### config.mk
export PLATFORM = sky130hd
export DESIGN_NAME = aesbe_keyexp
export DESIGN_NICKNAME = d
export VERILOG_FILES = /design/src/rtl/core/aesbe_pkg.sv /design/src/rtl/core/aesbe_keyexp.sv
export SDC_FILE = /design/constraint.sdc
export NUM_CORES = 2
export LEC_CHECK = 0
export ABC_AREA = 1
export BUFFER_PORTS_ARGS = -buffer_cell sky130_fd_sc_hd__buf_2
export CAP_MARGIN = 20
export CORE_UTILIZATION = 30
export CTS_BUF_LIST = sky130_fd_sc_hd__clkbuf_4
export DETAILED_ROUTE_END_ITERATION = 8
export HOLD_SLACK_MARGIN = 0.12
export PLACE_DENSITY_LB_ADDON = 0.3
export SYNTH_ARGS = -nofsm -noshare
export SYNTH_HDL_FRONTEND = slang
export SYNTH_SLANG_ARGS = --single-unit
export TNS_END_PERCENT = 5
### constraint.sdc
create_clock -name i_clk -period 24 [get_ports i_clk]
set_clock_uncertainty 0.2 [all_clocks]
set_input_delay 1.2 -clock i_clk [delete_from_list [all_inputs] [get_ports i_clk]]
set_output_delay 1.2 -clock i_clk [all_outputs]
set_load 0.02 [all_outputs]
### src/rtl/core/aesbe_pkg.sv
// Shared types, S-box table and GF(2^8) helpers for the AES block encryptor.
// No dependencies.
package aesbe_pkg;

    localparam int RKI_W = 6;   // round key word index width (up to 64 words)

    typedef logic [7:0] t_byte;

    typedef struct packed {
        logic             go;       // start key expansion
        logic             rd_en;    // read a round key word
        logic [RKI_W-1:0] rd_idx;
    } t_ks_req;

    typedef enum logic [1:0] {
        KS_128 = 2'd0,
        KS_192 = 2'd1,
        KS_256 = 2'd2
    } t_key_size;

    // configuration register indexes
    localparam logic [2:0] REG_KEY_SIZE  = 3'd0;
    localparam logic [2:0] REG_KEY_0_7   = 3'd1;
    localparam logic [2:0] REG_KEY_8_15  = 3'd2;
    localparam logic [2:0] REG_KEY_16_23 = 3'd3;
    localparam logic [2:0] REG_KEY_24_31 = 3'd4;

    localparam logic [7:0] SBOX [256] = '{
        8'd99, 8'd124, 8'd119, 8'd123, 8'd242, 8'd107, 8'd111, 8'd197,
        8'd48, 8'd1, 8'd103, 8'd43, 8'd254, 8'd215, 8'd171, 8'd118,
        8'd202, 8'd130, 8'd201, 8'd125, 8'd250, 8'd89, 8'd71, 8'd240,
        8'd173, 8'd212, 8'd162, 8'd175, 8'd156, 8'd164, 8'd114, 8'd192,
        8'd183, 8'd253, 8'd147, 8'd38, 8'd54, 8'd63, 8'd247, 8'd204,
        8'd52, 8'd165, 8'd229, 8'd241, 8'd113, 8'd216, 8'd49, 8'd21,
        8'd4, 8'd199, 8'd35, 8'd195, 8'd24, 8'd150, 8'd5, 8'd154,
        8'd7, 8'd18, 8'd128, 8'd226, 8'd235, 8'd39, 8'd178, 8'd117,
        8'd9, 8'd131, 8'd44, 8'd26, 8'd27, 8'd110, 8'd90, 8'd160,
        8'd82, 8'd59, 8'd214, 8'd179, 8'd41, 8'd227, 8'd47, 8'd132,
        8'd83, 8'd209, 8'd0, 8'd237, 8'd32, 8'd252, 8'd177, 8'd91,
        8'd106, 8'd203, 8'd190, 8'd57, 8'd74, 8'd76, 8'd88, 8'd207,
        8'd208, 8'd239, 8'd170, 8'd251, 8'd67, 8'd77, 8'd51, 8'd133,
        8'd69, 8'd249, 8'd2, 8'd127, 8'd80, 8'd60, 8'd159, 8'd168,
        8'd81, 8'd163, 8'd64, 8'd143, 8'd146, 8'd157, 8'd56, 8'd245,
        8'd188, 8'd182, 8'd218, 8'd33, 8'd16, 8'd255, 8'd243, 8'd210,
        8'd205, 8'd12, 8'd19, 8'd236, 8'd95, 8'd151, 8'd68, 8'd23,
        8'd196, 8'd167, 8'd126, 8'd61, 8'd100, 8'd93, 8'd25, 8'd115,
        8'd96, 8'd129, 8'd79, 8'd220, 8'd34, 8'd42, 8'd144, 8'd136,
        8'd70, 8'd238, 8'd184, 8'd20, 8'd222, 8'd94, 8'd11, 8'd219,
        8'd224, 8'd50, 8'd58, 8'd10, 8'd73, 8'd6, 8'd36, 8'd92,
        8'd194, 8'd211, 8'd172, 8'd98, 8'd145, 8'd149, 8'd228, 8'd121,
        8'd231, 8'd200, 8'd55, 8'd109, 8'd141, 8'd213, 8'd78, 8'd169,
        8'd108, 8'd86, 8'd244, 8'd234, 8'd101, 8'd122, 8'd174, 8'd8,
        8'd186, 8'd120, 8'd37, 8'd46, 8'd28, 8'd166, 8'd180, 8'd198,
        8'd232, 8'd221, 8'd116, 8'd31, 8'd75, 8'd189, 8'd139, 8'd138,
        8'd112, 8'd62, 8'd181, 8'd102, 8'd72, 8'd3, 8'd246, 8'd14,
        8'd97, 8'd53, 8'd87, 8'd185, 8'd134, 8'd193, 8'd29, 8'd158,
        8'd225, 8'd248, 8'd152, 8'd17, 8'd105, 8'd217, 8'd142, 8'd148,
        8'd155, 8'd30, 8'd135, 8'd233, 8'd206, 8'd85, 8'd40, 8'd223,
        8'd140, 8'd161, 8'd137, 8'd13, 8'd191, 8'd230, 8'd66, 8'd104,
        8'd65, 8'd153, 8'd45, 8'd15, 8'd176, 8'd84, 8'd187, 8'd22
    };

    function automatic t_byte sbox(input t_byte a);
        return SBOX[a];
    endfunction

    function automatic t_byte xtime(input t_byte b);
        return {b[6:0], 1'b0} ^ (b[7] ? 8'h1b : 8'h00);
    endfunction

    function automatic logic [31:0] sub_word(input logic [31:0] w);
        return {sbox(w[31:24]), sbox(w[23:16]), sbox(w[15:8]), sbox(w[7:0])};
    endfunction

    // key words per key size; the unused code runs as a 256-bit key
    function automatic logic [3:0] key_words(input logic [1:0] ks);
        case (ks)
            KS_128:  return 4'd4;
            KS_192:  return 4'd6;
            default: return 4'd8;
        endcase
    endfunction

endpackage

### src/rtl/core/aesbe_keyexp.sv
// Round key expansion, one word per cycle, into the round key memory.
// Depends on aesbe_pkg.
module aesbe_keyexp #(
    parameter int DEPTH = 60
) (
    input  logic                  i_clk,
    input  logic                  i_rst_n,
    input  aesbe_pkg::t_ks_req    i_req,
    input  logic [1:0]            i_key_size,
    input  logic [3:0][63:0]      i_key,
    output logic                  o_done,
    output logic [31:0]           o_rdata
);
    import aesbe_pkg::*;

    localparam int AW = (DEPTH > 1) ? $clog2(DEPTH) : 1;
    localparam logic [RKI_W-1:0] DEPTH_W = RKI_W'(DEPTH);

    logic [31:0]      r_mem [DEPTH];
    logic             r_run, r_done, r_rz;
    logic [RKI_W-1:0] r_i;
    logic [2:0]       r_kc;
    logic [7:0]       r_rcon;
    logic [31:0]      r_win [8];    // r_win[0] is word i-1
    logic [31:0]      r_rdata;

    logic [3:0]       nk;
    logic [RKI_W-1:0] total_m1;
    logic [2:0]       nk_m1;
    logic [63:0]      kreg;
    logic [31:0]      t, n_word, n_push;
    logic             in_range;

    assign nk       = key_words(i_key_size);
    assign nk_m1    = 3'(nk - 4'd1);
    assign total_m1 = RKI_W'(6'd4 * {2'b00, nk} + 6'd27);
    assign in_range = (r_i < DEPTH_W);
    assign kreg     = i_key[r_i[2:1]];

    always_comb begin
        t = r_win[0];
        if (r_kc == 3'd0) begin
            t = sub_word({r_win[0][23:0], r_win[0][31:24]}) ^ {r_rcon, 24'h0};
        end else if (nk == 4'd8 && r_kc == 3'd4) begin
            t = sub_word(r_win[0]);
        end
        if (r_i < RKI_W'(nk)) begin
            n_word = r_i[0] ? kreg[31:0] : kreg[63:32];
        end else begin
            n_word = r_win[nk_m1] ^ t;
        end
        // words past the end of a shallow store go into the window as zero, and read back as zero
        n_push = in_range ? n_word : 32'h0;
    end

    always_ff @(posedge i_clk) begin
        if (!i_rst_n) begin
            r_run  <= 1'b0;
            r_done <= 1'b0;
            r_i    <= '0;
            r_kc   <= '0;
            r_rcon <= 8'h01;
        end else begin
            r_done <= 1'b0;
            if (i_req.go) begin
                r_run  <= 1'b1;
                r_i    <= '0;
                r_kc   <= '0;
                r_rcon <= 8'h01;
            end else if (r_run) begin
                if (r_i >= RKI_W'(nk) && r_kc == 3'd0) begin
                    r_rcon <= xtime(r_rcon);
                end
                r_kc <= (r_kc == nk_m1) ? 3'd0 : r_kc + 3'd1;
                if (r_i == total_m1) begin
                    r_run  <= 1'b0;
                    r_done <= 1'b1;
                end else begin
                    r_i <= r_i + RKI_W'(1);
                end
            end
        end
    end

    always_ff @(posedge i_clk) begin
        if (r_run) begin
            r_win[0] <= n_push;
            for (int k = 1; k < 8; k++) begin
                r_win[k] <= r_win[k-1];
            end
        end
    end

    always_ff @(posedge i_clk) begin
        if (r_run && in_range) begin
            r_mem[r_i[AW-1:0]] <= n_word;
        end
        if (i_req.rd_en) begin
            r_rdata <= r_mem[i_req.rd_idx[AW-1:0]];
            r_rz    <= (i_req.rd_idx >= DEPTH_W);
        end
    end

    assign o_done  = r_done;
    assign o_rdata = r_rz ? 32'h0 : r_rdata;

endmodule

# Word level (Yosys, flattened, before mapping)
# Memories as Yosys holds them, arrays and structs flattened. A register that Yosys moved wholly into a read port is not among the register bits.
# Cells that the tools add are included.
# W data, S select, Z words.
[totals]
ff_bits = 20
ram_bits = 2176
rom_bits = 8192
elab_cells = 76
memories = 6
[op_classes]
n_addsub = 4
order_cmp = 9
n_eq_ne = 5
mux = 27
n_bitwise = 10
reduce_logical = 9
[memory_table]
columns = ["memory", "depth", "word_bits", "read_ports", "rd_clocked_by_memory_dff", "wr", "line", "source"]
rows = [
  ["(no name shown)", 256, 8, 1, 0, 0, "aesbe_pkg.sv:64", "return SBOX[a];"],
  ["(no name shown)", 256, 8, 1, 0, 0, "aesbe_pkg.sv:64", ""],
  ["(no name shown)", 256, 8, 1, 0, 0, "aesbe_pkg.sv:64", ""],
  ["(no name shown)", 256, 8, 1, 0, 0, "aesbe_pkg.sv:64", ""],
  ["r_mem", 60, 32, 1, 1, 1, "aesbe_keyexp.sv:19", "logic [31:0] r_mem [DEPTH];"],
  ["r_win", 8, 32, 8, 0, 8, "aesbe_keyexp.sv:24", "logic [31:0] r_win [8];"],
]
[ops]
columns = ["operator", "count"]
rows = [
  ["$mux W32", 6],
  ["$bmux W64 S2", 1],
  ["$mux W64", 1],
  ["$mux W8", 8],
  ["$xor A32 B32 Y32", 2],
  ["$ge A9 B9 Y1 const B", 4],
  ["$not A8 Y9", 4],
  ["$mux W1", 8],
  ["$pmux W4 S2", 1],
  ["$xor A8 B5 Y8", 1],
  ["$add A6 B1 Y6 const B", 1],
  ["$add A6 B5 Y6 const B", 1],
  ["$eq A6 B6 Y1", 1],
  ["$ge A6 B4 Y1", 1],
  ["$ge A6 B6 Y1 const B", 1],
  ["$lt A6 B4 Y1", 1],
  ["$lt A6 B6 Y1 const B", 1],
  ["$mux W5", 1],
  ["$eq A4 B4 Y1 const B", 1],
  ["$reduce_and A2 Y1", 2],
  ["$add A3 B1 Y3 const B", 1],
  ["$eq A3 B3 Y1", 1],
  ["$eq A3 B3 Y1 const B", 1],
  ["$logic_and A1 B1 Y1", 3],
  ["9 further kinds", 11],
]

# Depth between registers and ports, before layout
[depth]
depth_word = 9
ltp_mapped = 21

# Worst setup path after synthesis
# OpenSTA, ideal clock, no wires.
[synth_timing]
path_type = "reg2reg"
startpoint = "register r_run"
endpoint = "memory r_mem[0][0], enable pin"
setup_time_ns = 0.421
arrival_time_ns = 9.265
t_required_ns = 23.379
path_slack_ns = 14.114
path_stages_with_launch = 5
n_path_buf = 0
period_less_slack_ns = 9.886
cell_sequence = "dfxtp_1 -> inv_1 -> nor2_1 -> nand3_1 -> nor2_1"
[synth_between]
elab_chain_len = 3
[synth_lines]
columns = ["element", "line", "source"]
rows = [
  ["start: declaration", "aesbe_keyexp.sv:20", "logic r_run, r_done, r_rz;"],
  ["start signal: assignment", "aesbe_keyexp.sv:58", "r_run <= 1'b0;"],
  ["start signal: assignment", "aesbe_keyexp.sv:66", "r_run <= 1'b1;"],
  ["start signal: assignment", "aesbe_keyexp.sv:76", "r_run <= 1'b0;"],
  ["$logic_and A1 B1 Y1", "aesbe_keyexp.sv:95", "if (r_run && in_range) begin"],
  ["$mux W1", "aesbe_keyexp.sv:95", ""],
  ["$mux W1 (implied by the code)", "aesbe_keyexp.sv:96", "r_mem[r_i[AW-1:0]] <= n_word;"],
  ["end: declaration", "aesbe_keyexp.sv:19", ""],
]
# Every way passes these cells.

==> results.sh <==
export IMPL_status="completed"
export IMPL_yosys_area_share_simple_pct=15.1
export IMPL_synth_area_mux_share_pct=0
export IMPL_regArea_um2=66700
export IMPL_ios=301
export IMPL_synthXorXnorAreaFrac_pct=0.00878
export IMPL_cpMostUsedCell="nand2_1"
export IMPL_wl_met1_um=151000
export IMPL_multi_input_area_um2=29800
export IMPL_grt_start_max_net_pins=183
export IMPL_timing_rr_start="r_win[0][16]"
export IMPL_synth_top_family_by_area="simple AND/OR/NAND/NOR gates"
export IMPL_dieArea_um2=335000
export IMPL_drt_iter0_drc=9652
export IMPL_hp_class="reg -> reg"
export IMPL_synth_compound_area_share_pct=13.3
export IMPL_drv_cap=0
export IMPL_clk_latency_ps=1270
export IMPL_hold_slack_ps=177
export IMPL_maxSlewHeadroom_pct=24.6
export IMPL_drt_pass1_iter_count=8
export IMPL_root_buffer="clkbuf_4"
export IMPL_met2WireLength_um=173000
export IMPL_cts_max_path_buffers=4
export IMPL_fin_nets=9804
export IMPL_maxSlewViolCount=0
export IMPL_grt_usage_pct=21.4
export IMPL_setup_tns_ps=0
export IMPL_top_layer="met5"
export IMPL_worstPathArrival_ps=6300
export IMPL_num_fill_cells=33100
export IMPL_min_path_cells=0
export IMPL_cts_buffers=581
export IMPL_post_route_period_util_pct=23.2
export IMPL_critical_path_class="reg -> reg"
export IMPL_crit_start="r_win[0][16]"
export IMPL_core_um2=331000
export IMPL_areaGrowthSynthToFinish_pct=13.6
export IMPL_r2r_end="r_mem[57][30]"
export IMPL_crit_fanout=60
export IMPL_r2r_cells=17
export IMPL_cellPowerDensity_nw_per_um2=78.6
export IMPL_synth_edf_count=2209
export IMPL_startpoint_type="flip-flop"
export IMPL_postCtsSetupBuffers=0
export IMPL_path_delay_family="simple AND/OR/NAND/NOR gates"
export IMPL_seq_area_frac_synth_pct=66.9
export IMPL_drive_above_1_share_pct=15.9
export IMPL_worstHoldEndpoint="r_win[7][30]"
export IMPL_io_buffers=300
export IMPL_syn_nets=9370
export IMPL_yosys_warnings=0
export IMPL_tightestPinTransition_ps=1120
export IMPL_avgSynthCellArea_um2=11.0
export IMPL_wire_per_inst_um=26.2
export IMPL_drt_total_wl_um=372000
export IMPL_yosysUniqueCellTypes=57
export IMPL_dpl_hpwl_um=211000
export IMPL_ant_nets=0
export IMPL_period_minus_slack_ps=5580
export IMPL_grt_pass1_wl_um=527000
export IMPL_worst_hold_startpoint="r_win[6][30]"
export IMPL_vias_per_cell=5.52
export IMPL_synth_fa_ha_area_share_pct=0.828
export IMPL_die_h_um=578
export IMPL_start_util_pct=30.2
export IMPL_routed_wl_met3_um=31200
export IMPL_htreeDepth=6
export IMPL_end_kind="flip-flop"
export IMPL_fmax_mhz=179
export IMPL_die_x_um=578
export IMPL_ys_ff_latch=2228
export IMPL_rows=211
export IMPL_async_reset_ff_share_pct=0
export IMPL_r2r_slack_ps=18420
export IMPL_path_cells="inv_1 > ha_1 > nand2_1 > nand3_1 > nand2_1 > nand2_1 > nand3_1 > nand3_1 > nand3_1 > nand2_1 > nand2_1 > nand3_1 > nand2_1 > nand2_1 > nand3_1 > nand2_2 > buf_4"
export IMPL_antenna_found_initial=25
export IMPL_drc_errors=0
export IMPL_cts_sinks=2228
export IMPL_vias=78500
export IMPL_cp_slowest_stage_delay_ps=920
export IMPL_path_buf_inv=2
export IMPL_overflow=0
export IMPL_routabilityCongestion=0.921
export IMPL_max_vdd_ir_drop_mv=0.0410
export IMPL_setup_violations=0
export IMPL_synthFlopType="edfxtp_1"
export IMPL_power_leakage_nw=38.8
export IMPL_rsz0062_at_grt="false"
export IMPL_synth_cells=9036
export IMPL_syn_area_um2=99700
export IMPL_required_ps=24720
export IMPL_hold_viol=0
export IMPL_cpMaxStageDelayCell="edfxtp_1"
export IMPL_cts_tree="done"
export IMPL_grt_pass1_vias=75100
export IMPL_clk_transition_reported_paths_ps=70
==> logic make-up (layout without fill, tap and decap cells) <==
family | count (synthesis) | count (layout)
adder cells (fa/ha/maj) | 66 | 66
other | 0 | 15
flip-flops | 2228 | 2228
buffers and inverters | 904 | 1706
AO/OA/AOI/OAI | 2268 | 2268
XOR/XNOR | 1 | 1
AND/OR/NAND/NOR | 3569 | 3569
==> worst max-delay path by stage <==
stage | end | slack, ps | cells past startpoint
after global routing | r_rdata[2] | 18360 | 10
after floorplan | r_mem[0][0] | 14110 | 4
final | r_mem[57][30] | 18420 | 17
after detailed placement | r_rdata[2] | 17370 | 10
after CTS | r_mem[58][30] | 18590 | 17
after global placement | r_rdata[2] | 17460 | 10
==> registers in the layout (all words and copies together) (netlist names) <==
signal,cells
r_run,1
r_kc,3
r_rz,1
r_mem,1920
o_done,1
r_win,256
r_rdata,32
r_rcon,8
r_i,6
==> repair_timing <==
| action | 4_1_cts | 5_1_grt |
|---|---|---|
| endpoints found under the hold margin | 9 | 0 |
| hold buffers | 3 | 0 |
| resized for setup | 0 | 0 |
==> through the flow <==
step           setup WS, ps  utilization (%)  std cells  cell area [um2]  power [mW]
2_1_floorplan         14110                -       9036            99700        5.20
3_3_place_gp          17460             32.1      13200           106000        5.69
3_5_place_dp          17370             32.1      13200           106000        5.70
4_1_cts               18590             34.2      14200           113000        8.96
5_1_grt               18360             34.2      14200           113000        9.26
6_report              18420             34.3      14200           113000        8.90
==> cells in the final DEF, fill, tap and decap left out, types with 66 or more instances in the layout <==
master | synthesis | layout
edfxtp_1 | 2209 | 2209
nand2_1 | 1225 | 1193
nor2_1 | 1250 | 1183
o21ai_0 | 1106 | 1105
nand3_1 | 905 | 905
clkbuf_4 | 0 | 824
o22ai_1 | 316 | 316
buf_2 | 160 | 296
a21oi_1 | 292 | 292
inv_1 | 216 | 212
buf_4 | 25 | 196
o221ai_1 | 164 | 164
a22oi_1 | 157 | 157
o211ai_1 | 105 | 105
nand4_1 | 104 | 104
clkinv_1 | 7 | 77
nor2_4 | 1 | 68
ha_1 | 66 | 66
==> power breakdown <==
part	total, mW	internal [mW]	switching, mW
Sequential	4.47	4.43	0.0321
Combinational	1.17	0.264	0.907
Clock	3.26	1.73	1.53
Total	8.90	6.43	2.47
==> layout make-up <==
class | count | share of cell area (%)
Clock inverter | 127 | 0.822
Timing Repair Buffer | 503 | 2.77
Tap cell | 4366 | 4.83
Antenna cell | 15 | 0.0332
Sequential cell | 2228 | 58.9
Inverter | 252 | 0.865
Clock buffer | 824 | 5.46
Multi-Input combinational cell | 5904 | 26.3
==> Yosys cell counts, types with 105 or more instances <==
master	n	area, um2
a22oi_1	157	1180
o221ai_1	164	1440
edfxtp_1	2209	66300
o22ai_1	316	1980
buf_2	160	801
nand2_1	1225	4600
inv_1	216	811
a21oi_1	292	1460
clkbuf_1	401	1510
o21ai_0	1106	5540
nor2_1	1250	4690
nand3_1	905	4530
o211ai_1	105	788
==> metal layers <==
metal	vias to the layer above	track usage [%]
li1	34500	-
met1	39000	28.2
met2	4264	34.6
met3	704	3.31
met4	10	10.0
met5	-	0
Power figures use the tool's default switching activity.
